### src/rtl/atl_pkg.sv
// ----------------------------------------------------------------------------
// atl_pkg
// Shared types, widths, constants and helpers of the tilt angle block.
// ----------------------------------------------------------------------------
package atl_pkg;

  // defaults for the top level parameters
  localparam int FRAC_BITS_DEF     = 8;
  localparam int CORDIC_STAGES_DEF = 16;

  // register and axis widths
  localparam int AXIS_W  = 16;
  localparam int IN_W    = 16;
  localparam int OUT_W   = 14;
  localparam int CFG_W   = 16;

  // mapping datapath widths
  localparam int DIFF_W  = 17;   // raw minus in_low, and in_high minus in_low
  localparam int RNG_W   = 15;   // out_high minus out_low
  localparam int PROD_W  = 32;
  localparam int MAG_W   = 29;   // magnitude of the dividend
  localparam int DEN_W   = 16;   // magnitude of the divisor
  localparam int MAP_W   = 31;

  // square root widths
  localparam int SQ_W       = 32;
  localparam int SQN_W      = 34;
  localparam int SQRT_STEPS = 17;
  localparam int ROOT_W     = 17;

  // cordic widths
  localparam int OP_W        = 18;
  localparam int CW          = 32;
  localparam int ZW          = 26;
  localparam int TAB_LEN     = 24;
  localparam int PRESCALE_SH = 12;
  localparam int ANG_FRAC    = 16;

  localparam logic signed [ZW-1:0] DEG_90  = ZW'(90 * 65536);
  localparam logic signed [ZW-1:0] DEG_180 = ZW'(180 * 65536);

  // atan(2^-i) in degrees, 16 fraction bits
  localparam logic signed [ZW-1:0] ATAN_TAB [TAB_LEN] = '{
    ZW'(2949120), ZW'(1740967), ZW'(919879), ZW'(466945),
    ZW'(234379),  ZW'(117304),  ZW'(58666),  ZW'(29335),
    ZW'(14668),   ZW'(7334),    ZW'(3667),   ZW'(1833),
    ZW'(917),     ZW'(458),     ZW'(229),    ZW'(115),
    ZW'(57),      ZW'(29),      ZW'(14),     ZW'(7),
    ZW'(4),       ZW'(2),       ZW'(1),      ZW'(0)
  };

  // configuration register indexes
  typedef enum logic [1:0] {
    CFG_IN_LOW   = 2'd0,
    CFG_IN_HIGH  = 2'd1,
    CFG_OUT_LOW  = 2'd2,
    CFG_OUT_HIGH = 2'd3
  } cfg_idx_e;

  // input beat
  typedef struct packed {
    logic signed [AXIS_W-1:0] accel_x;
    logic signed [AXIS_W-1:0] accel_y;
    logic signed [AXIS_W-1:0] accel_z;
  } accel_in_t;

  // result beat
  typedef struct packed {
    logic signed [15:0] tilt_about_x;
    logic signed [15:0] tilt_about_y;
    logic [16:0]        plane_angle;
    logic               range_error;
  } tilt_out_t;

  // divider cell state
  typedef struct packed {
    logic [DEN_W-1:0] rem;
    logic [MAG_W-1:0] nq;
  } div_t;

  // square root cell state
  typedef struct packed {
    logic [SQN_W-1:0] n;
    logic [SQN_W-1:0] r;
  } sqrt_t;

  // cordic cell state
  typedef struct packed {
    logic signed [CW-1:0] x;
    logic signed [CW-1:0] y;
    logic signed [ZW-1:0] z;
  } cordic_t;

  typedef struct packed {
    cordic_t              st;
    logic                 sp;
    logic signed [ZW-1:0] sp_z;
  } cordic_prep_t;

  // prescale, pre-rotate into the right half plane, flag axis cases
  function automatic cordic_prep_t cordic_prep(input logic signed [OP_W-1:0] y,
                                               input logic signed [OP_W-1:0] x);
    cordic_prep_t         p;
    logic signed [CW-1:0] xs;
    logic signed [CW-1:0] ys;
    xs     = CW'(x) <<< PRESCALE_SH;
    ys     = CW'(y) <<< PRESCALE_SH;
    p.sp   = 1'b0;
    p.sp_z = '0;
    if (y == '0) begin
      p.sp   = 1'b1;
      p.sp_z = x[OP_W-1] ? DEG_180 : '0;
    end else if (x == '0) begin
      p.sp   = 1'b1;
      p.sp_z = y[OP_W-1] ? -DEG_90 : DEG_90;
    end
    p.st.x = xs;
    p.st.y = ys;
    p.st.z = '0;
    if (xs[CW-1]) begin
      if (!ys[CW-1]) begin
        p.st.x = ys;
        p.st.y = -xs;
        p.st.z = DEG_90;
      end else begin
        p.st.x = -ys;
        p.st.y = xs;
        p.st.z = -DEG_90;
      end
    end
    return p;
  endfunction

endpackage

### src/rtl/atl_cordic_cell.sv
// ----------------------------------------------------------------------------
// atl_cordic_cell
// One vectoring cordic micro-rotation with its angle constant.
// ----------------------------------------------------------------------------
module atl_cordic_cell import atl_pkg::*; #(
  parameter int STAGE = 0
) (
  input  logic    clk_i,
  input  cordic_t st_i,
  output cordic_t st_o
);

  localparam logic signed [ZW-1:0] ANG = ATAN_TAB[STAGE];

  cordic_t              st_d;
  cordic_t              st_q;
  logic signed [CW-1:0] dx;
  logic signed [CW-1:0] dy;
  logic                 pos;

  // rotate towards y equal zero
  always_comb begin
    dx   = st_i.x >>> STAGE;
    dy   = st_i.y >>> STAGE;
    pos  = ~st_i.y[CW-1];
    st_d.x = pos ? (st_i.x + dy) : (st_i.x - dy);
    st_d.y = pos ? (st_i.y - dx) : (st_i.y + dx);
    st_d.z = pos ? (st_i.z + ANG) : (st_i.z - ANG);
  end

  always_ff @(posedge clk_i) begin
    st_q <= st_d;
  end

  assign st_o = st_q;

endmodule

### config.mk
export PLATFORM = sky130hd
export DESIGN_NAME = atl_cordic_cell
export DESIGN_NICKNAME = d
export VERILOG_FILES = /design/src/rtl/atl_pkg.sv /design/src/rtl/atl_cordic_cell.sv
export SDC_FILE = /design/constraint.sdc
export NUM_CORES = 1
export LEC_CHECK = 0
export BUFFER_PORTS_ARGS = -buffer_cell sky130_fd_sc_hd__buf_2
export CORE_MARGIN = 4
export CORE_UTILIZATION = 40
export CTS_BUF_LIST = sky130_fd_sc_hd__clkbuf_4 sky130_fd_sc_hd__clkbuf_8 sky130_fd_sc_hd__clkbuf_16
export CTS_CLUSTER_DIAMETER = 60
export DETAILED_ROUTE_END_ITERATION = 16
export GPL_ROUTABILITY_DRIVEN = 0
export HOLD_SLACK_MARGIN = 0.05
export PLACE_DENSITY = 0.71
export SLEW_MARGIN = 40
export SYNTH_ARGS = -nofsm -noshare
export SYNTH_HDL_FRONTEND = slang
export SYNTH_SLANG_ARGS = --single-unit
### constraint.sdc
create_clock -name clk_i -period 3.1 [get_ports clk_i]
set_input_delay 0.465 -clock clk_i [delete_from_list [all_inputs] [get_ports clk_i]]
set_output_delay 0.465 -clock clk_i [all_outputs]
set_load 0.05 [all_outputs]
==> results.sh <==
export IMPL_grt_pass1_vias=7590
export IMPL_largest_register_ffs=89
export IMPL_fmax_mhz=336.5
export IMPL_area_delta_synth_final_pct=28.76
export IMPL_grt_usage_pct=21.71
export IMPL_design_area_sq_mm=0.009798
export IMPL_grt_max_degree=80
export IMPL_dp_cells=1444
export IMPL_ys_seq_area_share_pct=23.41
export IMPL_num_antenna_cells=0
export IMPL_cp_required_ps=3350
export IMPL_cts_tree="yes"
export IMPL_critPathCapture="st_o[49]"
export IMPL_crit_buf_inv=3
export IMPL_power_density_mw_per_mm2=524.5
export IMPL_p_leak_nw=4.873
export IMPL_synth_flop_cell="dfxtp_1"
export IMPL_ys_seq_elements=89
export IMPL_slowest_delay_ps=410
export IMPL_syn_avg_cell_area_sq_um=7.985
export IMPL_clockBufferDepth=2
export IMPL_cp_top_family="compound AO/OA/AOI/OAI gates"
export IMPL_setup_viol=0
export IMPL_end_kind="flop"
export IMPL_drt_first_pass_iters=5
export IMPL_tightest_slew_ps=849.1
export IMPL_drive_gt1_share_pct=29.36
export IMPL_dp_hpwl_microns=19010
export IMPL_ant_nets=0
export IMPL_port_buffers=180
export IMPL_period_share_pct=95.85
export IMPL_hold_buffers=0
export IMPL_synth_edf_count=0
export IMPL_drc=0
export IMPL_finalNetCount=1418
export IMPL_hold_violations=0
export IMPL_cp_depth=13
export IMPL_routed_wl_microns=23550
export IMPL_start_kind="input port"
export IMPL_io_pins=181
export IMPL_cts_buffers=9
export IMPL_rows=50
export IMPL_syn_area_sq_mm=0.007610
export IMPL_ys_warn_count=0
export IMPL_period_needed_ps=2971
export IMPL_die_w_microns=145.9
export IMPL_peakVddDrop_mv=0.2970
export IMPL_final_cell_mix="180 x buf_2, 120 x buf_4, 111 x a21oi_1"
export IMPL_status="complete, no violations"
export IMPL_antenna_found_initial=0
export IMPL_num_vias=7786
export IMPL_rsz0062_at_grt="no"
export IMPL_grt_overflow_total=0
export IMPL_hold_path_startpoint="st_i[3]"
export IMPL_slowest_stage="a2111oi_1"
export IMPL_grt_first_pass_wirelength_microns=38220
export IMPL_postLayoutCoreUtil_pct=52.38
export IMPL_htree_levels=3
export IMPL_core_sq_mm=0.01871
export IMPL_crit_arrival_ps=3220
export IMPL_clkTransAtPathRegs_ps=60
export IMPL_clkSinkCount=89
export IMPL_finalNonFillerCells=1460
export IMPL_synthCells=953
export IMPL_cts_setup_buffers=0
export IMPL_wl_per_cell_microns=16.13
export IMPL_hold_path_class="in -> reg"
export IMPL_cap_violations=0
export IMPL_die_y_microns=145.9
export IMPL_via_per_inst=5.333
export IMPL_start_util_pct=40.68
export IMPL_worst_setup_path_type="in -> reg"
export IMPL_first_iter_violations=712
export IMPL_cp_startpoint="st_i[27]"
export IMPL_cts_root_buf="clkbuf_16"
export IMPL_synth_nets=1150
export IMPL_slew_violations=0
export IMPL_crit_chain="buf_2 -> inv_1 -> ha_1 -> nor2b_1 -> o211ai_1 -> a311o_1 -> a2111oi_1 -> buf_4 -> nor3_1 -> o31ai_1 -> a21o_1 -> a21oi_1 -> xnor2_1"
export IMPL_placed_cell_area_sq_mm=0.009488
export IMPL_slew_headroom_pct=43.39
export IMPL_mostFrequentLayoutCell="buf_2"
export IMPL_cp_max_fo=4
export IMPL_synth_async_reset_ratio_pct=0
export IMPL_die_area_sq_mm=0.02130
export IMPL_cts_repair_resized=0
export IMPL_synth_cell_type_count=79
-- metal layers --
layer	global-route usage (%)	share of wire, %	vias to the layer above
met5	0	0	-
met3	4.391	7.3	39
met2	35.01	46	357
met1	29.23	45	3552
li1	-	-	3838
met4	6.838	2.1	0
-- Yosys cell counts, types with 9 or more instances --
cell      instances  area (sq um)
clkbuf_1         19         71.32
a21o_1           21         157.7
xnor2_1          58         508.0
nand2b_1         11         68.82
o21ai_0          58         290.3
nor2_1           72         270.3
ha_1            102          1276
xor2_1           10         87.58
dfxtp_1          89          1782
a211oi_1         10         75.07
nor2b_1          12         75.07
nand2_1          40         150.1
mux2i_1           9         90.09
inv_1            99         371.6
o31ai_1          13         97.59
nor3_1           15         75.07
a31oi_1           9         56.30
o21bai_1         20         150.1
a21oi_1         111         555.5
nand3_1          17         85.08
-- metrics by stage --
stage | hold slack [ps] | TNS, ps | setup WS [ps] | power [W]
finish | 204.1 | 0 | 128.6 | 0.005139
global route | 192.3 | 0 | 7.675 | 0.005418
CTS | 192.8 | 0 | 119.0 | 0.005167
detailed placement | 568.6 | -1718 | -241.4 | 0.003994
global placement | 567.6 | -1037 | -227.0 | 0.003972
floorplan | 492.7 | 0 | 262.5 | 0.003235
-- how the worst min path moves through the flow --
| stage | endpoint | slack, ps | depth (start not counted) |
|---|---|---|---|
| after floorplan | st_o[0] | 490 | 0 |
| after CTS | st_o[6] | 190 | 1 |
| after global placement | st_o[15] | 570 | 1 |
| final | st_o[3] | 200 | 1 |
| after global routing | st_o[4] | 190 | 1 |
| after detailed placement | st_o[4] | 570 | 1 |
-- power breakdown --
part / internal [W] / switching [W]
clock network: 0.000650 / 0.000500
registers: 0.00138 / 0.0000611
logic: 0.000813 / 0.00174
total: 0.00284 / 0.00230
-- cell type report --
class | count | area (sq um)
Fill cell | 1776 | 8907
Inverter | 104 | 390.4
Multi-Input combinational cell | 717 | 5228
Clock buffer | 10 | 239.0
Timing Repair Buffer | 300 | 1802
Clock inverter | 6 | 65.06
Sequential cell | 89 | 1782
Tap cell | 234 | 292.8
-- cell families (layout without fill, tap and decap cells) --
family                     Yosys count  count (layout)  share of synthesized area [%]
buffers and inverters              147             420                          7.974
AOI/OAI and AO/OA                  314             314                          27.13
DFF                                 89              89                          23.41
adders and majority gates          106             106                          17.82
and+or+nand+nor                    220             220                          14.65
xor gates and xnor gates            68              68                          7.826
muxes                                9               9                          1.184
Power figures use the tool's default switching activity.
