===== config.mk =====
export PLATFORM = sky130hd
export DESIGN_NAME = atl_sqrt_cell
export DESIGN_NICKNAME = d
export VERILOG_FILES = /design/src/rtl/atl_pkg.sv /design/src/rtl/atl_sqrt_cell.sv
export SDC_FILE = /design/constraint.sdc
export NUM_CORES = 1
export LEC_CHECK = 0
export ABC_AREA = 0
export BUFFER_PORTS_ARGS = -buffer_cell sky130_fd_sc_hd__buf_2
export CORE_MARGIN = 3
export CORE_UTILIZATION = 54
export DETAILED_ROUTE_END_ITERATION = 8
export GPL_ROUTABILITY_DRIVEN = 0
export PLACE_DENSITY = 0.87
export SLEW_MARGIN = 25
export SYNTH_ARGS = -nofsm -noshare
export SYNTH_HDL_FRONTEND = slang
export SYNTH_SLANG_ARGS = --single-unit
export TNS_END_PERCENT = 1

===== constraint.sdc =====
create_clock -name clk_i -period 6.9 [get_ports clk_i]
set_input_delay 1.38 -clock clk_i [delete_from_list [all_inputs] [get_ports clk_i]]
set_output_delay 1.38 -clock clk_i [all_outputs]
set_load 0.1 [all_outputs]

===== src/rtl/atl_pkg.sv =====
// ----------------------------------------------------------------------------
// atl_pkg
// Shared types, widths, constants and helpers of the tilt angle block.
// ----------------------------------------------------------------------------
package atl_pkg;

  // defaults for the top level parameters
  localparam int FRAC_BITS_DEF     = 8;
  localparam int CORDIC_STAGES_DEF = 16;

  // register and axis widths
  localparam int AXIS_W  = 16;
  localparam int IN_W    = 16;
  localparam int OUT_W   = 14;
  localparam int CFG_W   = 16;

  // mapping datapath widths
  localparam int DIFF_W  = 17;   // raw minus in_low, and in_high minus in_low
  localparam int RNG_W   = 15;   // out_high minus out_low
  localparam int PROD_W  = 32;
  localparam int MAG_W   = 29;   // magnitude of the dividend
  localparam int DEN_W   = 16;   // magnitude of the divisor
  localparam int MAP_W   = 31;

  // square root widths
  localparam int SQ_W       = 32;
  localparam int SQN_W      = 34;
  localparam int SQRT_STEPS = 17;
  localparam int ROOT_W     = 17;

  // cordic widths
  localparam int OP_W        = 18;
  localparam int CW          = 32;
  localparam int ZW          = 26;
  localparam int TAB_LEN     = 24;
  localparam int PRESCALE_SH = 12;
  localparam int ANG_FRAC    = 16;

  localparam logic signed [ZW-1:0] DEG_90  = ZW'(90 * 65536);
  localparam logic signed [ZW-1:0] DEG_180 = ZW'(180 * 65536);

  // atan(2^-i) in degrees, 16 fraction bits
  localparam logic signed [ZW-1:0] ATAN_TAB [TAB_LEN] = '{
    ZW'(2949120), ZW'(1740967), ZW'(919879), ZW'(466945),
    ZW'(234379),  ZW'(117304),  ZW'(58666),  ZW'(29335),
    ZW'(14668),   ZW'(7334),    ZW'(3667),   ZW'(1833),
    ZW'(917),     ZW'(458),     ZW'(229),    ZW'(115),
    ZW'(57),      ZW'(29),      ZW'(14),     ZW'(7),
    ZW'(4),       ZW'(2),       ZW'(1),      ZW'(0)
  };

  // configuration register indexes
  typedef enum logic [1:0] {
    CFG_IN_LOW   = 2'd0,
    CFG_IN_HIGH  = 2'd1,
    CFG_OUT_LOW  = 2'd2,
    CFG_OUT_HIGH = 2'd3
  } cfg_idx_e;

  // input beat
  typedef struct packed {
    logic signed [AXIS_W-1:0] accel_x;
    logic signed [AXIS_W-1:0] accel_y;
    logic signed [AXIS_W-1:0] accel_z;
  } accel_in_t;

  // result beat
  typedef struct packed {
    logic signed [15:0] tilt_about_x;
    logic signed [15:0] tilt_about_y;
    logic [16:0]        plane_angle;
    logic               range_error;
  } tilt_out_t;

  // divider cell state
  typedef struct packed {
    logic [DEN_W-1:0] rem;
    logic [MAG_W-1:0] nq;
  } div_t;

  // square root cell state
  typedef struct packed {
    logic [SQN_W-1:0] n;
    logic [SQN_W-1:0] r;
  } sqrt_t;

  // cordic cell state
  typedef struct packed {
    logic signed [CW-1:0] x;
    logic signed [CW-1:0] y;
    logic signed [ZW-1:0] z;
  } cordic_t;

  typedef struct packed {
    cordic_t              st;
    logic                 sp;
    logic signed [ZW-1:0] sp_z;
  } cordic_prep_t;

  // prescale, pre-rotate into the right half plane, flag axis cases
  function automatic cordic_prep_t cordic_prep(input logic signed [OP_W-1:0] y,
                                               input logic signed [OP_W-1:0] x);
    cordic_prep_t         p;
    logic signed [CW-1:0] xs;
    logic signed [CW-1:0] ys;
    xs     = CW'(x) <<< PRESCALE_SH;
    ys     = CW'(y) <<< PRESCALE_SH;
    p.sp   = 1'b0;
    p.sp_z = '0;
    if (y == '0) begin
      p.sp   = 1'b1;
      p.sp_z = x[OP_W-1] ? DEG_180 : '0;
    end else if (x == '0) begin
      p.sp   = 1'b1;
      p.sp_z = y[OP_W-1] ? -DEG_90 : DEG_90;
    end
    p.st.x = xs;
    p.st.y = ys;
    p.st.z = '0;
    if (xs[CW-1]) begin
      if (!ys[CW-1]) begin
        p.st.x = ys;
        p.st.y = -xs;
        p.st.z = DEG_90;
      end else begin
        p.st.x = -ys;
        p.st.y = xs;
        p.st.z = -DEG_90;
      end
    end
    return p;
  endfunction

endpackage


===== src/rtl/atl_sqrt_cell.sv =====
// ----------------------------------------------------------------------------
// atl_sqrt_cell
// One step of the digit-by-digit integer square root.
// ----------------------------------------------------------------------------
module atl_sqrt_cell import atl_pkg::*; #(
  parameter int BIT_POS = 0
) (
  input  logic  clk_i,
  input  sqrt_t st_i,
  output sqrt_t st_o
);

  localparam logic [SQN_W-1:0] BIT = {{(SQN_W-1){1'b0}}, 1'b1} << BIT_POS;

  sqrt_t            st_d;
  sqrt_t            st_q;
  logic [SQN_W-1:0] trial;
  logic             ge;

  // compare against root plus the current bit
  always_comb begin
    trial = st_i.r + BIT;
    ge    = (st_i.n >= trial);
    st_d.n = ge ? (st_i.n - trial) : st_i.n;
    st_d.r = ge ? ((st_i.r >> 1) + BIT) : (st_i.r >> 1);
  end

  always_ff @(posedge clk_i) begin
    st_q <= st_d;
  end

  assign st_o = st_q;

endmodule


==> results.txt <==
----------------------------------------------------
[Yosys]
  Fraction of the yosys area taken by sequential cells ... 26.4%
  Gate Count Post-Synth ... 641
  Post-synth top area share ... a little over a quarter
  Synthesized area per cell ... 8.06 sq um
  Net Count, Synth ... 747
  #FFs+latches synth ... 68
  Netlist area before placement ... 0.00517 sq mm
  Synth cell types ... 54
  Post-synthesis cell type with the largest combined area ... dfxtp_1
  Biggest area contributors in the synthesized netlist ... dfxtp_1 26%, xnor2_1 10%, ha_1 8.7%
  EDFF count, synth ... 0
  Warnings, synthesis ... 0
  FFs w/ async S/R, synth ... 0%
  Predominant post-synthesis flop cell ... dfxtp_1

[Power]
  Switching part of the total power ... 47.4%
  Part of the total power dissipated in the clock network ... between 20% and 30%
  Power density relative to cell area ... between 200 and 300 mW/mm^2
  Logic pwr share ... 46.9%
  Internal Pwr Total ... 0.853 mW
  Part of the total power dissipated in sequential elements ... between 20 and 30%
  Peak supply drop ... ~190 uV
  Static Leakage ... 2.60 nW
  Switching power of the nets ... around 0.77 mW

[Setup path]
  Slowest cell on the critical path ... nor2_1
  Worst setup path class ... input pin to register
  Kind of cell adding the most delay to the critical path ... simple AND/OR/NAND/NOR gates
  Critical path's largest stage delay ... 0.64 ns
  Data arrival time at the worst-slack endpoint ... 6.47 ns
  Top cell by count, worst path ... and3_1
  Worst path required time ... 7.11 ns
  Critical path buffer and inverter count ... 1
  Startpoint types ... input pin
  Worst Path Max Fanout ... 39
  Element type at the critical path end ... register
  Worst path cell trace ... buf_2 -> nand4_1 -> nor3_1 -> and3_1 -> and3_1 -> and2_1 -> and4_1 -> nand2_1 -> xor2_1 -> ha_1 -> and3_1 -> nand2_1 -> nor2_1 -> a31oi_2 -> o21ai_4 -> nor2_1 -> o31ai_1

[Timing]
  Count of final hold-check violations ... 0
  Part of the cycle the worst path needs ... 90.7%
  Number of max-slew violations in the final report ... 0
  WHS ... 1.26 ns
  Slew headroom ... 28.8%
  Setup_tns ... 0 ns
  Top achievable clock speed ... 160 MHz
  RSZ-0062 raised after global routing ... false
  Worst setup margin ... 0.643 ns
  Final-report setup violation count ... 0
  Shortest clock period the worst path allows after layout ... 6.26 ns
  Worst-margin pin slew ... 1.06 ns

[Hold path]
  Hold Path Class ... input pin to register

[Detailed routing]
  Detailed router's first-iteration violation count ... 507
  Total wirelength of the detailed-routed design ... 16.0 mm
  Detailed Routing Iterations Pass 1 ... 5
  Via count normalized by instance count ... 6.21
  Via count ... 5563
  Drt wl/cell ... between 15 and 20 um
  Residual antenna-violating net count after detailed routing ... 0
  Total DRC errors in the routed layout ... 0

[GRT]
  Total GRT Usage ... 28.6%
  Maximum number of pins on one net before global-route repair ... 40
  Initial antenna violation count ... 0
  Vias in the first global route ... 5263
  Residual overflow from global routing ... 0
  First-pass GRT wire length ... ~26 mm

[Floorplan]
  Die width ... 104 um
  Die ar. ... 0.0108 sq mm
  Die Height ... 104 um
  Initial Util ... between 50 and 60%
  Floorplan row count ... 35
  Top-level I/O count ... between 100 and 150
  Core Region ... 0.00928 sq mm

[Clocking]
  Worst-case clock buffer depth ... 2
  Clock tree from TritonCTS ... built
  Number of buffers inserted for hold repair after clock tree synthesis ... 0
  Clock transition at path regs ... 0.08 ns
  Resized cells post-CTS ... 0
  Total setup buffers inserted after CTS ... 0
  CTS buffer count ... 9
  # clock sinks ... 68
  Master cell of the clock root buffer ... clkbuf_8
  Number of levels the H-tree was split into ... 3

[Placed design]
  Post-Place Cell Area ... approximately 0.0059 sq mm
  Number of buffers added on ports ... 136
  Pre-CTS setup slack ... 0.494 ns
  Placed wire-length estimate ... 12.1 mm

[Outcome]
  Outcome ... finished, final reports clean

[Final layout]
  Core Util, Final ... 66.3%
  Commonest cells after routing, fill and taps aside ... 136 x buf_2, 68 x dfxtp_1, 59 x xnor2_1, 57 x a21oi_1, 51 x nand2_1
  Layout overhead on the synthesized area ... 19.2%
  Diodes inserted ... 0
  Net count of the finished layout ... 869
  Sequential standard cell area ... about 0.0014 sq mm
  Commonest non-fill, non-tap cell in the layout ... buf_2
  Largest register FFs ... 68
  Combined area of the multi-input logic cells ... 0.00363 sq mm
  Design Area, Final ... 0.00616 sq mm
  Share of layout cells above drive strength 1 ... 23.3%
  Final-layout fill cell count ... 792

[Run]
  Number of max-cap violations ... 0

----------------------------------------------------
[cells by family (layout without fill, tap and decap cells)]
| family | after synthesis | in the layout | share of synthesized area (%) |
|---|---|---|---|
| muxes | 9 | 9 | 1.96 |
| xor gates and xnor gates | 87 | 87 | 14.7 |
| DFF | 68 | 68 | 26.4 |
| buffers and inverters | 44 | 170 | 3.75 |
| AOI/OAI and AO/OA | 175 | 175 | 22.0 |
| adders and majority gates | 37 | 37 | 9.11 |
| and+or+nand+nor | 221 | 221 | 22.1 |
[cells in the mapped netlist, drive strengths merged (21+ instances only)]
cell type / instances
nand2: 51
nor3: 36
nand3: 21
and3: 25
o21ai: 33
xor2: 28
nor2: 32
a21oi: 58
ha: 36
dfxtp: 68
o211ai: 24
xnor2: 59
[metal layers]
layer / track usage (%) / vias to the layer above / wire length [um]
met5: 0 / - / 0
met4: 15.9 / 0 / 916
met3: 4.92 / 83 / 1500
met2: 47.8 / 368 / 7400
met1: 34.9 / 2525 / 6160
li1: - / 2587 / -
[final timing paths]
path | from | cells after the start | end | slack (ns)
worst max-delay path | st_i[3] | 17 | st_o[66]$_DFF_P_ | 0.64
worst min-delay path | st_i[11] | 2 | st_o[10]$_DFF_P_ | 1.26
[power by group through the flow]
stage / combinational (mW) / sequential, mW / clock [mW]
finish: 0.760 / 0.455 / 0.405
global placement: 0.737 / 0.464 / 0
floorplan: 0.246 / 0.824 / 0
global route: 0.793 / 0.460 / 0.424
detailed placement: 0.747 / 0.464 / 0
CTS: 0.751 / 0.456 / 0.408
[stage by stage]
stage	std cells	total power, mW
5_1_grt	896	1.68
3_5_place_dp	881	1.21
4_1_cts	896	1.62
3_3_place_gp	881	1.20
2_1_floorplan	641	1.07
6_report	896	1.62
[layout make-up]
cell class / instances / area share [%]
clock buffer: 9 / 2.01
clock inverter: 6 / 1.85
inverter: 14 / 0.853
multi-input combinational: 529 / 58.9
sequential: 68 / 22.1
tap: 129 / 2.62
timing repair buffer: 141 / 11.7
Power figures use the tool's default switching activity.
