File: src/rtl/atl_pkg.sv
// ----------------------------------------------------------------------------
// atl_pkg
// Shared types, widths, constants and helpers of the tilt angle block.
// ----------------------------------------------------------------------------
package atl_pkg;

  // defaults for the top level parameters
  localparam int FRAC_BITS_DEF     = 8;
  localparam int CORDIC_STAGES_DEF = 16;

  // register and axis widths
  localparam int AXIS_W  = 16;
  localparam int IN_W    = 16;
  localparam int OUT_W   = 14;
  localparam int CFG_W   = 16;

  // mapping datapath widths
  localparam int DIFF_W  = 17;   // raw minus in_low, and in_high minus in_low
  localparam int RNG_W   = 15;   // out_high minus out_low
  localparam int PROD_W  = 32;
  localparam int MAG_W   = 29;   // magnitude of the dividend
  localparam int DEN_W   = 16;   // magnitude of the divisor
  localparam int MAP_W   = 31;

  // square root widths
  localparam int SQ_W       = 32;
  localparam int SQN_W      = 34;
  localparam int SQRT_STEPS = 17;
  localparam int ROOT_W     = 17;

  // cordic widths
  localparam int OP_W        = 18;
  localparam int CW          = 32;
  localparam int ZW          = 26;
  localparam int TAB_LEN     = 24;
  localparam int PRESCALE_SH = 12;
  localparam int ANG_FRAC    = 16;

  localparam logic signed [ZW-1:0] DEG_90  = ZW'(90 * 65536);
  localparam logic signed [ZW-1:0] DEG_180 = ZW'(180 * 65536);

  // atan(2^-i) in degrees, 16 fraction bits
  localparam logic signed [ZW-1:0] ATAN_TAB [TAB_LEN] = '{
    ZW'(2949120), ZW'(1740967), ZW'(919879), ZW'(466945),
    ZW'(234379),  ZW'(117304),  ZW'(58666),  ZW'(29335),
    ZW'(14668),   ZW'(7334),    ZW'(3667),   ZW'(1833),
    ZW'(917),     ZW'(458),     ZW'(229),    ZW'(115),
    ZW'(57),      ZW'(29),      ZW'(14),     ZW'(7),
    ZW'(4),       ZW'(2),       ZW'(1),      ZW'(0)
  };

  // configuration register indexes
  typedef enum logic [1:0] {
    CFG_IN_LOW   = 2'd0,
    CFG_IN_HIGH  = 2'd1,
    CFG_OUT_LOW  = 2'd2,
    CFG_OUT_HIGH = 2'd3
  } cfg_idx_e;

  // input beat
  typedef struct packed {
    logic signed [AXIS_W-1:0] accel_x;
    logic signed [AXIS_W-1:0] accel_y;
    logic signed [AXIS_W-1:0] accel_z;
  } accel_in_t;

  // result beat
  typedef struct packed {
    logic signed [15:0] tilt_about_x;
    logic signed [15:0] tilt_about_y;
    logic [16:0]        plane_angle;
    logic               range_error;
  } tilt_out_t;

  // divider cell state
  typedef struct packed {
    logic [DEN_W-1:0] rem;
    logic [MAG_W-1:0] nq;
  } div_t;

  // square root cell state
  typedef struct packed {
    logic [SQN_W-1:0] n;
    logic [SQN_W-1:0] r;
  } sqrt_t;

  // cordic cell state
  typedef struct packed {
    logic signed [CW-1:0] x;
    logic signed [CW-1:0] y;
    logic signed [ZW-1:0] z;
  } cordic_t;

  typedef struct packed {
    cordic_t              st;
    logic                 sp;
    logic signed [ZW-1:0] sp_z;
  } cordic_prep_t;

  // prescale, pre-rotate into the right half plane, flag axis cases
  function automatic cordic_prep_t cordic_prep(input logic signed [OP_W-1:0] y,
                                               input logic signed [OP_W-1:0] x);
    cordic_prep_t         p;
    logic signed [CW-1:0] xs;
    logic signed [CW-1:0] ys;
    xs     = CW'(x) <<< PRESCALE_SH;
    ys     = CW'(y) <<< PRESCALE_SH;
    p.sp   = 1'b0;
    p.sp_z = '0;
    if (y == '0) begin
      p.sp   = 1'b1;
      p.sp_z = x[OP_W-1] ? DEG_180 : '0;
    end else if (x == '0) begin
      p.sp   = 1'b1;
      p.sp_z = y[OP_W-1] ? -DEG_90 : DEG_90;
    end
    p.st.x = xs;
    p.st.y = ys;
    p.st.z = '0;
    if (xs[CW-1]) begin
      if (!ys[CW-1]) begin
        p.st.x = ys;
        p.st.y = -xs;
        p.st.z = DEG_90;
      end else begin
        p.st.x = -ys;
        p.st.y = xs;
        p.st.z = -DEG_90;
      end
    end
    return p;
  endfunction

endpackage

File: src/rtl/atl_div_cell.sv
// ----------------------------------------------------------------------------
// atl_div_cell
// One restoring division step: one quotient bit per cycle.
// ----------------------------------------------------------------------------
module atl_div_cell import atl_pkg::*; (
  input  logic             clk_i,
  input  div_t             st_i,
  input  logic [DEN_W-1:0] den_i,
  output div_t             st_o
);

  div_t           st_d;
  div_t           st_q;
  logic [DEN_W:0] shifted;
  logic [DEN_W:0] diff;
  logic           ge;

  // trial subtract of the divisor
  always_comb begin
    shifted    = {st_i.rem, st_i.nq[MAG_W-1]};
    diff       = shifted - {1'b0, den_i};
    ge         = (shifted >= {1'b0, den_i});
    st_d.rem   = ge ? diff[DEN_W-1:0] : shifted[DEN_W-1:0];
    st_d.nq    = {st_i.nq[MAG_W-2:0], ge};
  end

  always_ff @(posedge clk_i) begin
    st_q <= st_d;
  end

  assign st_o = st_q;

endmodule

File: config.mk
export PLATFORM = sky130hd
export DESIGN_NAME = atl_div_cell
export DESIGN_NICKNAME = d
export VERILOG_FILES = /design/src/rtl/atl_pkg.sv /design/src/rtl/atl_div_cell.sv
export SDC_FILE = /design/constraint.sdc
export NUM_CORES = 1
export LEC_CHECK = 0
export BUFFER_PORTS_ARGS = -buffer_cell sky130_fd_sc_hd__buf_2
export CORE_MARGIN = 3
export CORE_UTILIZATION = 45
export CTS_CLUSTER_SIZE = 8
export DETAILED_ROUTE_END_ITERATION = 16
export GPL_TIMING_DRIVEN = 0
export PLACE_DENSITY = 0.86
export SLEW_MARGIN = 20
export SYNTH_ARGS = -nofsm -noshare
export SYNTH_HDL_FRONTEND = slang
export SYNTH_SLANG_ARGS = --single-unit
File: constraint.sdc
create_clock -name clk_i -period 2.49 [get_ports clk_i]
set_input_delay 0.249 -clock clk_i [delete_from_list [all_inputs] [get_ports clk_i]]
set_output_delay 0.249 -clock clk_i [all_outputs]
set_load 0.005 [all_outputs]
==> results of run 1 <==
## per-stage QoR
step	utilization [%]	cells	hold WS [ps]	area, µm²	TNS (ps)
finish	65.1	364	40.2	2730	0
global route	65.1	364	21.0	2730	0
CTS	64.9	364	28.0	2730	0
detailed placement	62.8	356	353	2640	-1110
global placement	62.8	356	351	2640	-930
floorplan	-	200	277	2050	0
## report_power, final
part           internal [mW]  switching (mW)
logic                  0.240           0.212
clock network          0.199           0.253
registers              0.799          0.0154
total                   1.24           0.481
## layout make-up
| class | instances | area share (%) |
|---|---|---|
| repair buffers | 106 | 19.4 |
| multi-input cells | 129 | 37.9 |
| well taps | 50 | 2.29 |
| flip-flops and latches | 45 | 33.0 |
| inverters | 22 | 3.02 |
| clock buffers | 5 | 2.52 |
| clock inverters | 3 | 0.778 |
| plain buffers | 4 | 1.14 |
## cells by family (layout without fill, tap and decap cells)
group	Yosys count	in the layout	share of synthesized area (%)
flops	45	45	44.0
buf+inv	26	140	5.57
fa+ha+maj	17	17	10.8
xor+xnor	9	9	3.85
compound gates	55	55	18.5
simple gates	33	33	8.07
mux	15	15	9.24
## worst max path at each step
stage,from,endpoint,slack [ps],depth (start not counted)
global placement,st_i[32],st_o[42],-150,9
CTS,st_i[32],st_o[42],150,9
detailed placement,st_i[32],st_o[42],-170,9
global route,st_i[36],st_o[38],10,9
floorplan,den_i[4],st_o[37],230,9
finish,st_i[32],st_o[42],150,9
## per-layer routing
layer / vias up / wire, µm
met5: - / 0
met1: 758 / 2000
met4: 0 / 59
met3: 4 / 467
li1: 920 / -
met2: 82 / 2130
## synth_stat cells, types with 2 or more instances
library cell | n | area, µm²
a21o_1 | 7 | 52.6
a21boi_0 | 2 | 15.0
inv_1 | 22 | 82.6
nand2_1 | 8 | 30.0
nand3_1 | 3 | 15.0
nor2_1 | 12 | 45.0
mux2_4 | 6 | 90.1
o21ai_0 | 12 | 60.1
xnor2_1 | 6 | 52.6
dfxtp_1 | 45 | 901
mux2_2 | 7 | 78.8
xor2_1 | 3 | 26.3
a21oi_1 | 14 | 70.1
ha_1 | 16 | 200
mux2i_1 | 2 | 20.0
a211oi_1 | 5 | 37.5
nand4_1 | 2 | 12.5
nor2b_1 | 3 | 18.8
o31a_1 | 2 | 17.5
o21a_1 | 3 | 22.5
buf_4 | 2 | 15.0
## timing repair
item                       CTS  global route
setup buffers                0             0
setup endpoints to repair    0             1
hold buffers                 0             0
gates resized for setup      0             1
hold endpoints to repair     0             0
==> impl_results.md, run 1 <==
- Worst EP required: approximately 2700 ps
- Final clock period utilization by the worst path: between 90% and 100%
- Half-perimeter wire length after placement: 3810 µm
- Chip height: 73.4 µm
- Busiest layer in global routing: met2
- Area Overhead vs Synth: 33.6%
- CTS Sinks: 45
- Length of the first detailed-routing pass in iterations: 4
- Max frequency: ~430 MHz
- Clock Pin Slew Worst Setup and Hold Paths: about 100 ps
- Ys async rst share: 0%
- Vias/cell: 4.85
- Reg area: about 900 µm²
- Power per standard cell area: ~630 mW/mm²
- Crit-path slowest cell: a31oi_4
- Num CTS Buffers: 5
- Die outline width: between 70 and 80 µm
- Setup repair after global routing missed its margin: no
- Fraction of met1 tracks used by global routing: between 15 and 20%
- Leakage Power: approximately 1.4 nW
- Number of enable-type register cells in the synthesized netlist: 0
- Number of buffers on the longest clock path: 2
- Die footprint: ~0.0054 mm²
- Most common cell after layout, fill and taps aside: buf_2
- Main synth FF type: dfxtp_1
- Max FFs per register: 45
- Area of the multi-input gates: roughly 0.0010 mm²
- Type of the worst setup path: in -> reg
- TritonCTS clock tree: yes
- Terminating pin of the worst hold path: st_o[22]
- DR vias: between 1500 and 2000
- Routing usage on met3: approximately 5.5%
- Net Count, Synth: approximately 280
- Maximum Capacitance Violations: 0
- Vias in the first global route: 1642
- Actual transition at the worst max-transition pin: between 400 and 500 ps
- Register area share after synthesis: ~44%
- Element type at the critical path start: input port
- Worst min-delay path class: in -> reg
- Standard-cell rows: 23
- Peak fanout along the critical path: 10
- Met2 layer usage reported by global route: a little under a third
- PortBufs: about 110
- Total power of the final layout: 1.72 mW
- Remaining routing DRC violations: 0
- Setup-failing EPs final: 0
- Crit end category: flip-flop
- H-tree depth reported by CTS: 2
- Area of the core: 0.00420 mm²
- Cell type group with the largest total delay on the critical path: compound AO/OA/AOI/OAI gates
- Final-layout fill cell count: approximately 370
- Share of final-layout standard cells stronger than drive strength 1: about 44%
- Number of distinct library cells after synthesis: 39
- WP data arrival: 2530 ps
- Final Hold Violating Endpoints: 0
- Final ANT Viol Nets: 0
- Worst Min Path Start: st_i[21]
- Buffer type at the clock tree root: clkbuf_8
- Number of antenna violations at the first check in global routing: 0
- Min Clock Period, post-route: between 2000 and 2500 ps
- Min setup slack post-route: roughly 150 ps
- Largest net degree at the start of global routing: 16
- Worst slew margin: 67.2%
- Gr ovfl total: 0
- Post-synthesis sequential element count: between 40 and 50
- Initial drt markers: 60
- Warnings from Yosys: 0
- CP Buf/Inv Count: 2
- Global-route wire length before repair: approximately 7200 µm
- Last weighted congestion value of the routability-driven placer: 0.891
- Number of max-slew violations in the final report: 0
- Outcome: completed
- Critical Path, Cell by Cell: buf_2, ha_1, a211oi_1, o211ai_1, o21ai_2, o211ai_2, a31oi_4, buf_6, mux2_4
- Aggregate routed wire length: roughly 4700 µm
- Number of diodes added for antenna fixing: 0
- Syn_area_per_cell: 10.2 µm²
- Tot GR Track Use: 17.7%
- Syn Std Cell Area: 0.00205 mm²
- Leading cell types in the layout, fill and taps excluded: buf_2, dfxtp_1, inv_1
- Final routed wire length divided by cell count: between 10 and 15 µm
- Largest stage delay, worst path: between 300 and 400 ps
- Post-Place Worst Slack: -168 ps
- WHS Path Cells: 1
- Total Nets Final: 392
- Number of instances in the synthesized netlist: 200
- Effective utilization at floorplan: 48.7%
- I/O pins: around 110
- Peak supply drop: approximately 0.00028 V
No activity file was read; power rests on OpenSTA's default activity.
==> inputs of run 2 (changes only) <==
--- a/config.mk
+++ b/config.mk
@@ -6,6 +6,7 @@
 export NUM_CORES = 1
 export LEC_CHECK = 0
 export BUFFER_PORTS_ARGS = -buffer_cell sky130_fd_sc_hd__buf_2
+export CORE_ASPECT_RATIO = 0.75
 export CORE_MARGIN = 3
 export CORE_UTILIZATION = 45
 export CTS_CLUSTER_SIZE = 8
==> run 2 against run 1 <==
Compared with the run above:
- maximum frequency increased by 1.3%
- final cell count increased by 1.4%
- critical path depth unchanged
- die area increased by 0.15%
- utilization increased by 0.50 points
- sequential share of layout area decreased by 0.27 points
- first-iteration DRC count decreased by 43%
- sequential power about the same
- combinational power about the same
- critical endpoint is now st_o[38]
- largest cell class unchanged
==> impl_results.md, run 2 (synthesis results as in run 1) <==
- Min Clock Period, post-route: around 2300 ps
- DR vias: about 1800
- Min setup slack post-route: approximately 180 ps
- Setup-failing EPs final: 0
- Number of diodes added for antenna fixing: 0
- Standard-cell rows: 20
- Worst slew margin: 65.3%
- Outcome: completed
- Final clock period utilization by the worst path: around 93%
- Total cell area at the placement stage: 0.00265 mm²
- Vias in the first global route: between 1500 and 2000
- Most common cell after layout, fill and taps aside: buf_2
- Busiest layer in global routing: met2
- Global-route wire length before repair: between 7000 and 8000 µm
- Area Overhead vs Synth: 34.7%
- Num CTS Buffers: 5
- Max FFs per register: 45
- Chip height: between 60 and 70 µm
- Type of the worst setup path: in -> reg
- Leading cell types in the layout, fill and taps excluded: buf_2, dfxtp_1, inv_1
- I/O pins: roughly 110
- Crit path capture: st_o[38]
- Actual transition at the worst max-transition pin: roughly 500 ps
- Post CTS Setup Buffer Count: 0
- Number of buffers on the longest clock path: 2
- Max frequency: 434 MHz
- TritonCTS clock tree: yes
- Vias/cell: 4.92
- CTS resizes: 0
- Number of antenna violations at the first check in global routing: 0
- # placed instances: 361
- Worst min-delay path class: in -> reg
- Final sum of negative setup slack: 0 ps
- Total Nets Final: approximately 390
- Buffer type at the clock tree root: clkbuf_8
- Power per standard cell area: 658 mW/mm²
- Worst hold margin: 51.0 ps
- Die outline width: 83.9 µm
- Crit end category: flip-flop
- Fin cells: about 370
- Met2 layer usage reported by global route: between 20 and 30%
- Worst EP required: about 2700 ps
- Last weighted congestion value of the routability-driven placer: a little over 0.8
- Die footprint: ~0.0054 mm²
- CTS Hold Bufs: 0
- Post-Place Worst Slack: -133 ps
- Gr ovfl total: 0
- Element type at the critical path start: input port
- Number of max-slew violations in the final report: 0
- Clock Pin Slew Worst Setup and Hold Paths: roughly 80 ps
- Peak supply drop: 0.000396 V
- Final core utilization: between 60% and 70%
- Total power of the final layout: ~1.8 mW
- Area of the core: between 0.004 and 0.005 mm²
- Largest net degree at the start of global routing: 15
- Post-route cell area: about 0.0028 mm²
- H-tree depth reported by CTS: 2
- PortBufs: 106
- Final ANT Viol Nets: 0
- Fraction of met1 tracks used by global routing: between 20% and 30%
- Routing usage on met3: 6.19%
- Aggregate routed wire length: between 4000 and 5000 µm
- Beginning of the critical path: st_i[32]
- Length of the first detailed-routing pass in iterations: 4
- Share of final-layout standard cells stronger than drive strength 1: between 40% and 50%
- Half-perimeter wire length after placement: 3870 µm
- WP data arrival: 2490 ps
- CTS Sinks: 45
- Maximum Capacitance Violations: 0
- Leakage Power: ~1.4 nW
- Final routed wire length divided by cell count: roughly 13 µm
- Setup repair after global routing missed its margin: no
- Initial drt markers: 34
- Effective utilization at floorplan: between 40 and 50%
- Peak fanout along the critical path: 10
- Tot GR Track Use: between 10% and 20%
- Final Hold Violating Endpoints: 0
- Remaining routing DRC violations: 0
run 2: layout make-up:
type,instances,area (µm²)
clock inverter,2,38.8
multi-input combinational,129,1030
tap,55,68.8
sequential,45,901
inverter,22,82.6
buffer,4,31.3
clock buffer,6,72.6
fill,366,1450
timing repair buffer,106,531
run 2: how the worst min path moves through the flow:
stage	cells after the start	slack, ps	from	to
6_report	1	50	st_i[17]	st_o[18]
5_1_grt	1	30	st_i[5]	st_o[6]
4_1_cts	1	50	st_i[10]	st_o[11]
3_5_place_dp	1	350	st_i[13]	st_o[14]
3_3_place_gp	1	350	st_i[4]	st_o[5]
2_1_floorplan	0	280	st_i[9]	st_o[10]
run 2: critical path, cell delays in order:
cell and delay, ps:
buf_2 110, ha_1 370, a211oi_1 320, o211ai_1 170, o21ai_2 220, o211ai_2 140
a31oi_4 360, buf_6 230, mux2_4 310
run 2: power breakdown:
group | internal, mW | total (mW) | switching [mW]
Clock | 0.301 | 0.545 | 0.243
Sequential | 0.799 | 0.815 | 0.0160
Combinational | 0.240 | 0.454 | 0.214
Total | 1.34 | 1.81 | 0.473
run 2: layer usage:
metal  routed length [µm]  part of all wire [%]
met5                    0                     0
met4                   25                  0.53
met3                  390                   8.3
met2                 2130                    46
met1                 2130                    46
==> inputs of run 3 (changes only) <==
--- a/config.mk
+++ b/config.mk
@@ -7,12 +7,13 @@
 export LEC_CHECK = 0
 export BUFFER_PORTS_ARGS = -buffer_cell sky130_fd_sc_hd__buf_2
 export CORE_ASPECT_RATIO = 0.75
-export CORE_MARGIN = 3
-export CORE_UTILIZATION = 45
+export CORE_MARGIN = 10
+export CORE_UTILIZATION = 25
 export CTS_CLUSTER_SIZE = 8
 export DETAILED_ROUTE_END_ITERATION = 16
 export GPL_TIMING_DRIVEN = 0
-export PLACE_DENSITY = 0.86
+export PLACE_DENSITY = 0.55
+export REMOVE_ABC_BUFFERS = 1
 export SLEW_MARGIN = 20
 export SYNTH_ARGS = -nofsm -noshare
 export SYNTH_HDL_FRONTEND = slang
==> run 3 against run 2 <==
Compared with the run above:
- total power rose by 3.4%
- critical path depth did not move
- sequential power barely moved
- via count fell by 0.22%
- sequential share of layout area fell by 0.98 points
- global-route usage fell by 7.2 points
- utilization fell by 30 points
- combinational power rose by 4.4%
- final area rose by 3.1%
- final cell count rose by 13%
- critical path type unchanged
- highest routed layer unchanged
==> impl_results.md, run 3 (synthesis results as in run 1) <==
- Outcome: completed
- Leading cell types in the layout, fill and taps excluded: buf_2, dfxtp_1, inv_1
- Area of the multi-input gates: just over 0.001 mm²
- H-tree depth reported by CTS: 2
- Half-perimeter wire length after placement: 5240 µm
- Area Overhead vs Synth: 38.9%
- Worst slew margin: between 60% and 70%
- DR vias: 1811
- Setup-failing EPs final: 0
- TritonCTS clock tree: yes
- Gr ovfl total: 0
- Peak fanout along the critical path: 9
- Die footprint: 0.0122 mm²
- Die outline width: 124 µm
- Number of antenna violations at the first check in global routing: 1
- Total Nets Final: between 300 and 400
- Global-route wire length before repair: 10300 µm
- Number of diodes added for antenna fixing: 0
- Tot GR Track Use: roughly a tenth
- CTS Sinks: 45
- Fin cells: approximately 420
- Share of final-layout standard cells stronger than drive strength 1: a little over two fifths
- Vias/cell: 4.34
- Most common cell after layout, fill and taps aside: buf_2
- Final-layout fill cell count: between 800 and 900
- Buffer type at the clock tree root: clkbuf_8
- Aggregate routed wire length: 6300 µm
- Leakage Power: 1.43 nW
- WP data arrival: 2400 ps
- Number of buffers on the longest clock path: 2
- Chip height: 98.3 µm
- Peak supply drop: roughly 0.00025 V
- Final ANT Viol Nets: 0
- Final sum of negative setup slack: 0 ps
- Min Clock Period, post-route: 2200 ps
- Effective utilization at floorplan: 25.8%
- Clock Pin Slew Worst Setup and Hold Paths: around 90 ps
- Max FFs per register: between 40 and 50
- Type of the worst setup path: in -> reg
- Worst min-delay path class: in -> reg
- Reg area: 901 µm²
- Maximum Capacitance Violations: 0
- Final routed wire length divided by cell count: between 15 and 20 µm
- Largest net degree at the start of global routing: 15
- Final Hold Violating Endpoints: 0
- Max frequency: ~450 MHz
- CTS Hold Bufs: 0
- Remaining routing DRC violations: 0
- Total cell area at the placement stage: 0.00268 mm²
- Crit end category: flip-flop
- Length of the first detailed-routing pass in iterations: 4
- Setup repair after global routing missed its margin: no
- I/O pins: 107
- Element type at the critical path start: input port
- Area of the core: between 0.007 and 0.008 mm²
- Standard-cell rows: 28
- Final clock period utilization by the worst path: 88.5%
- PortBufs: around 110
- Power per standard cell area: between 600 and 700 mW/mm²
- Num CTS Buffers: 5
- Post-route cell area: between 0.002 and 0.003 mm²
- # placed instances: between 400 and 500
- Worst EP required: between 2000 and 3000 ps
- Actual transition at the worst max-transition pin: about 570 ps
- Number of max-slew violations in the final report: 0
- Initial drt markers: 111
- Last weighted congestion value of the routability-driven placer: approximately 0.86
- Vias in the first global route: 1923
[run 3: cell count changes in the layout (fill, tap and decap cells not counted), sizes merged]
cell,previous run,this run
clkbuf,7,6
buf,109,108
clkinvlp,0,1
clkinv,1,0
[run 3: through the flow]
step	utilization (%)	total power [mW]	hold WS, ps	setup slack (ps)
final	35.9	1.87	44.2	285
after global routing	35.9	1.99	28.9	147
after global placement	33.8	1.29	351	-340
after floorplan	-	1.11	277	142
after CTS	35.8	1.91	32.3	101
after detailed placement	33.8	1.30	353	-372
[run 3: report_power, final]
part | switching (mW) | internal (mW) | total [mW]
combinational | 0.228 | 0.246 | 0.474
sequential | 0.0176 | 0.799 | 0.816
clock | 0.257 | 0.326 | 0.583
total | 0.503 | 1.37 | 1.87
[run 3: critical path: stages]
cell and delay (ps):
buf_2 110, ha_1 370, a211oi_1 340, o211ai_1 180, o21ai_2 230, o211ai_2 150
a31oi_4 260, buf_12 180, mux2_2 330
[run 3: area by class of cell]
cell class	instances	area share [%]
Multi-Input combinational cell	129	36.5
Sequential cell	45	31.7
Timing Repair Buffer	108	20.1
Tap cell	105	4.62
Clock buffer	6	2.91
Inverter	22	2.91
Clock inverter	2	1.32
[run 3: per-layer routing]
metal  track usage, %  routed length (µm)  vias to the layer above
met5                0                   0                        -
met4             3.57                  72                        0
met3             5.73                 742                        5
met2             13.8                2340                       88
met1             13.2                3150                      799
li1                 -                   -                      919
[run 3: path summary, 6_finish.rpt]
check / end / from / cells past startpoint / slack [ps]
worst max-delay path: st_o[44] / st_i[32] / 9 / 290
worst min-delay path: st_o[23] / st_i[22] / 1 / 40
[run 3: timing repair]
item                                    4_1_cts  5_1_grt
endpoints found under the setup margin        8        1
pin swaps                                     1        0
cloned                                        0        0
gates resized for setup                       0        1
buffers inserted                              2        0
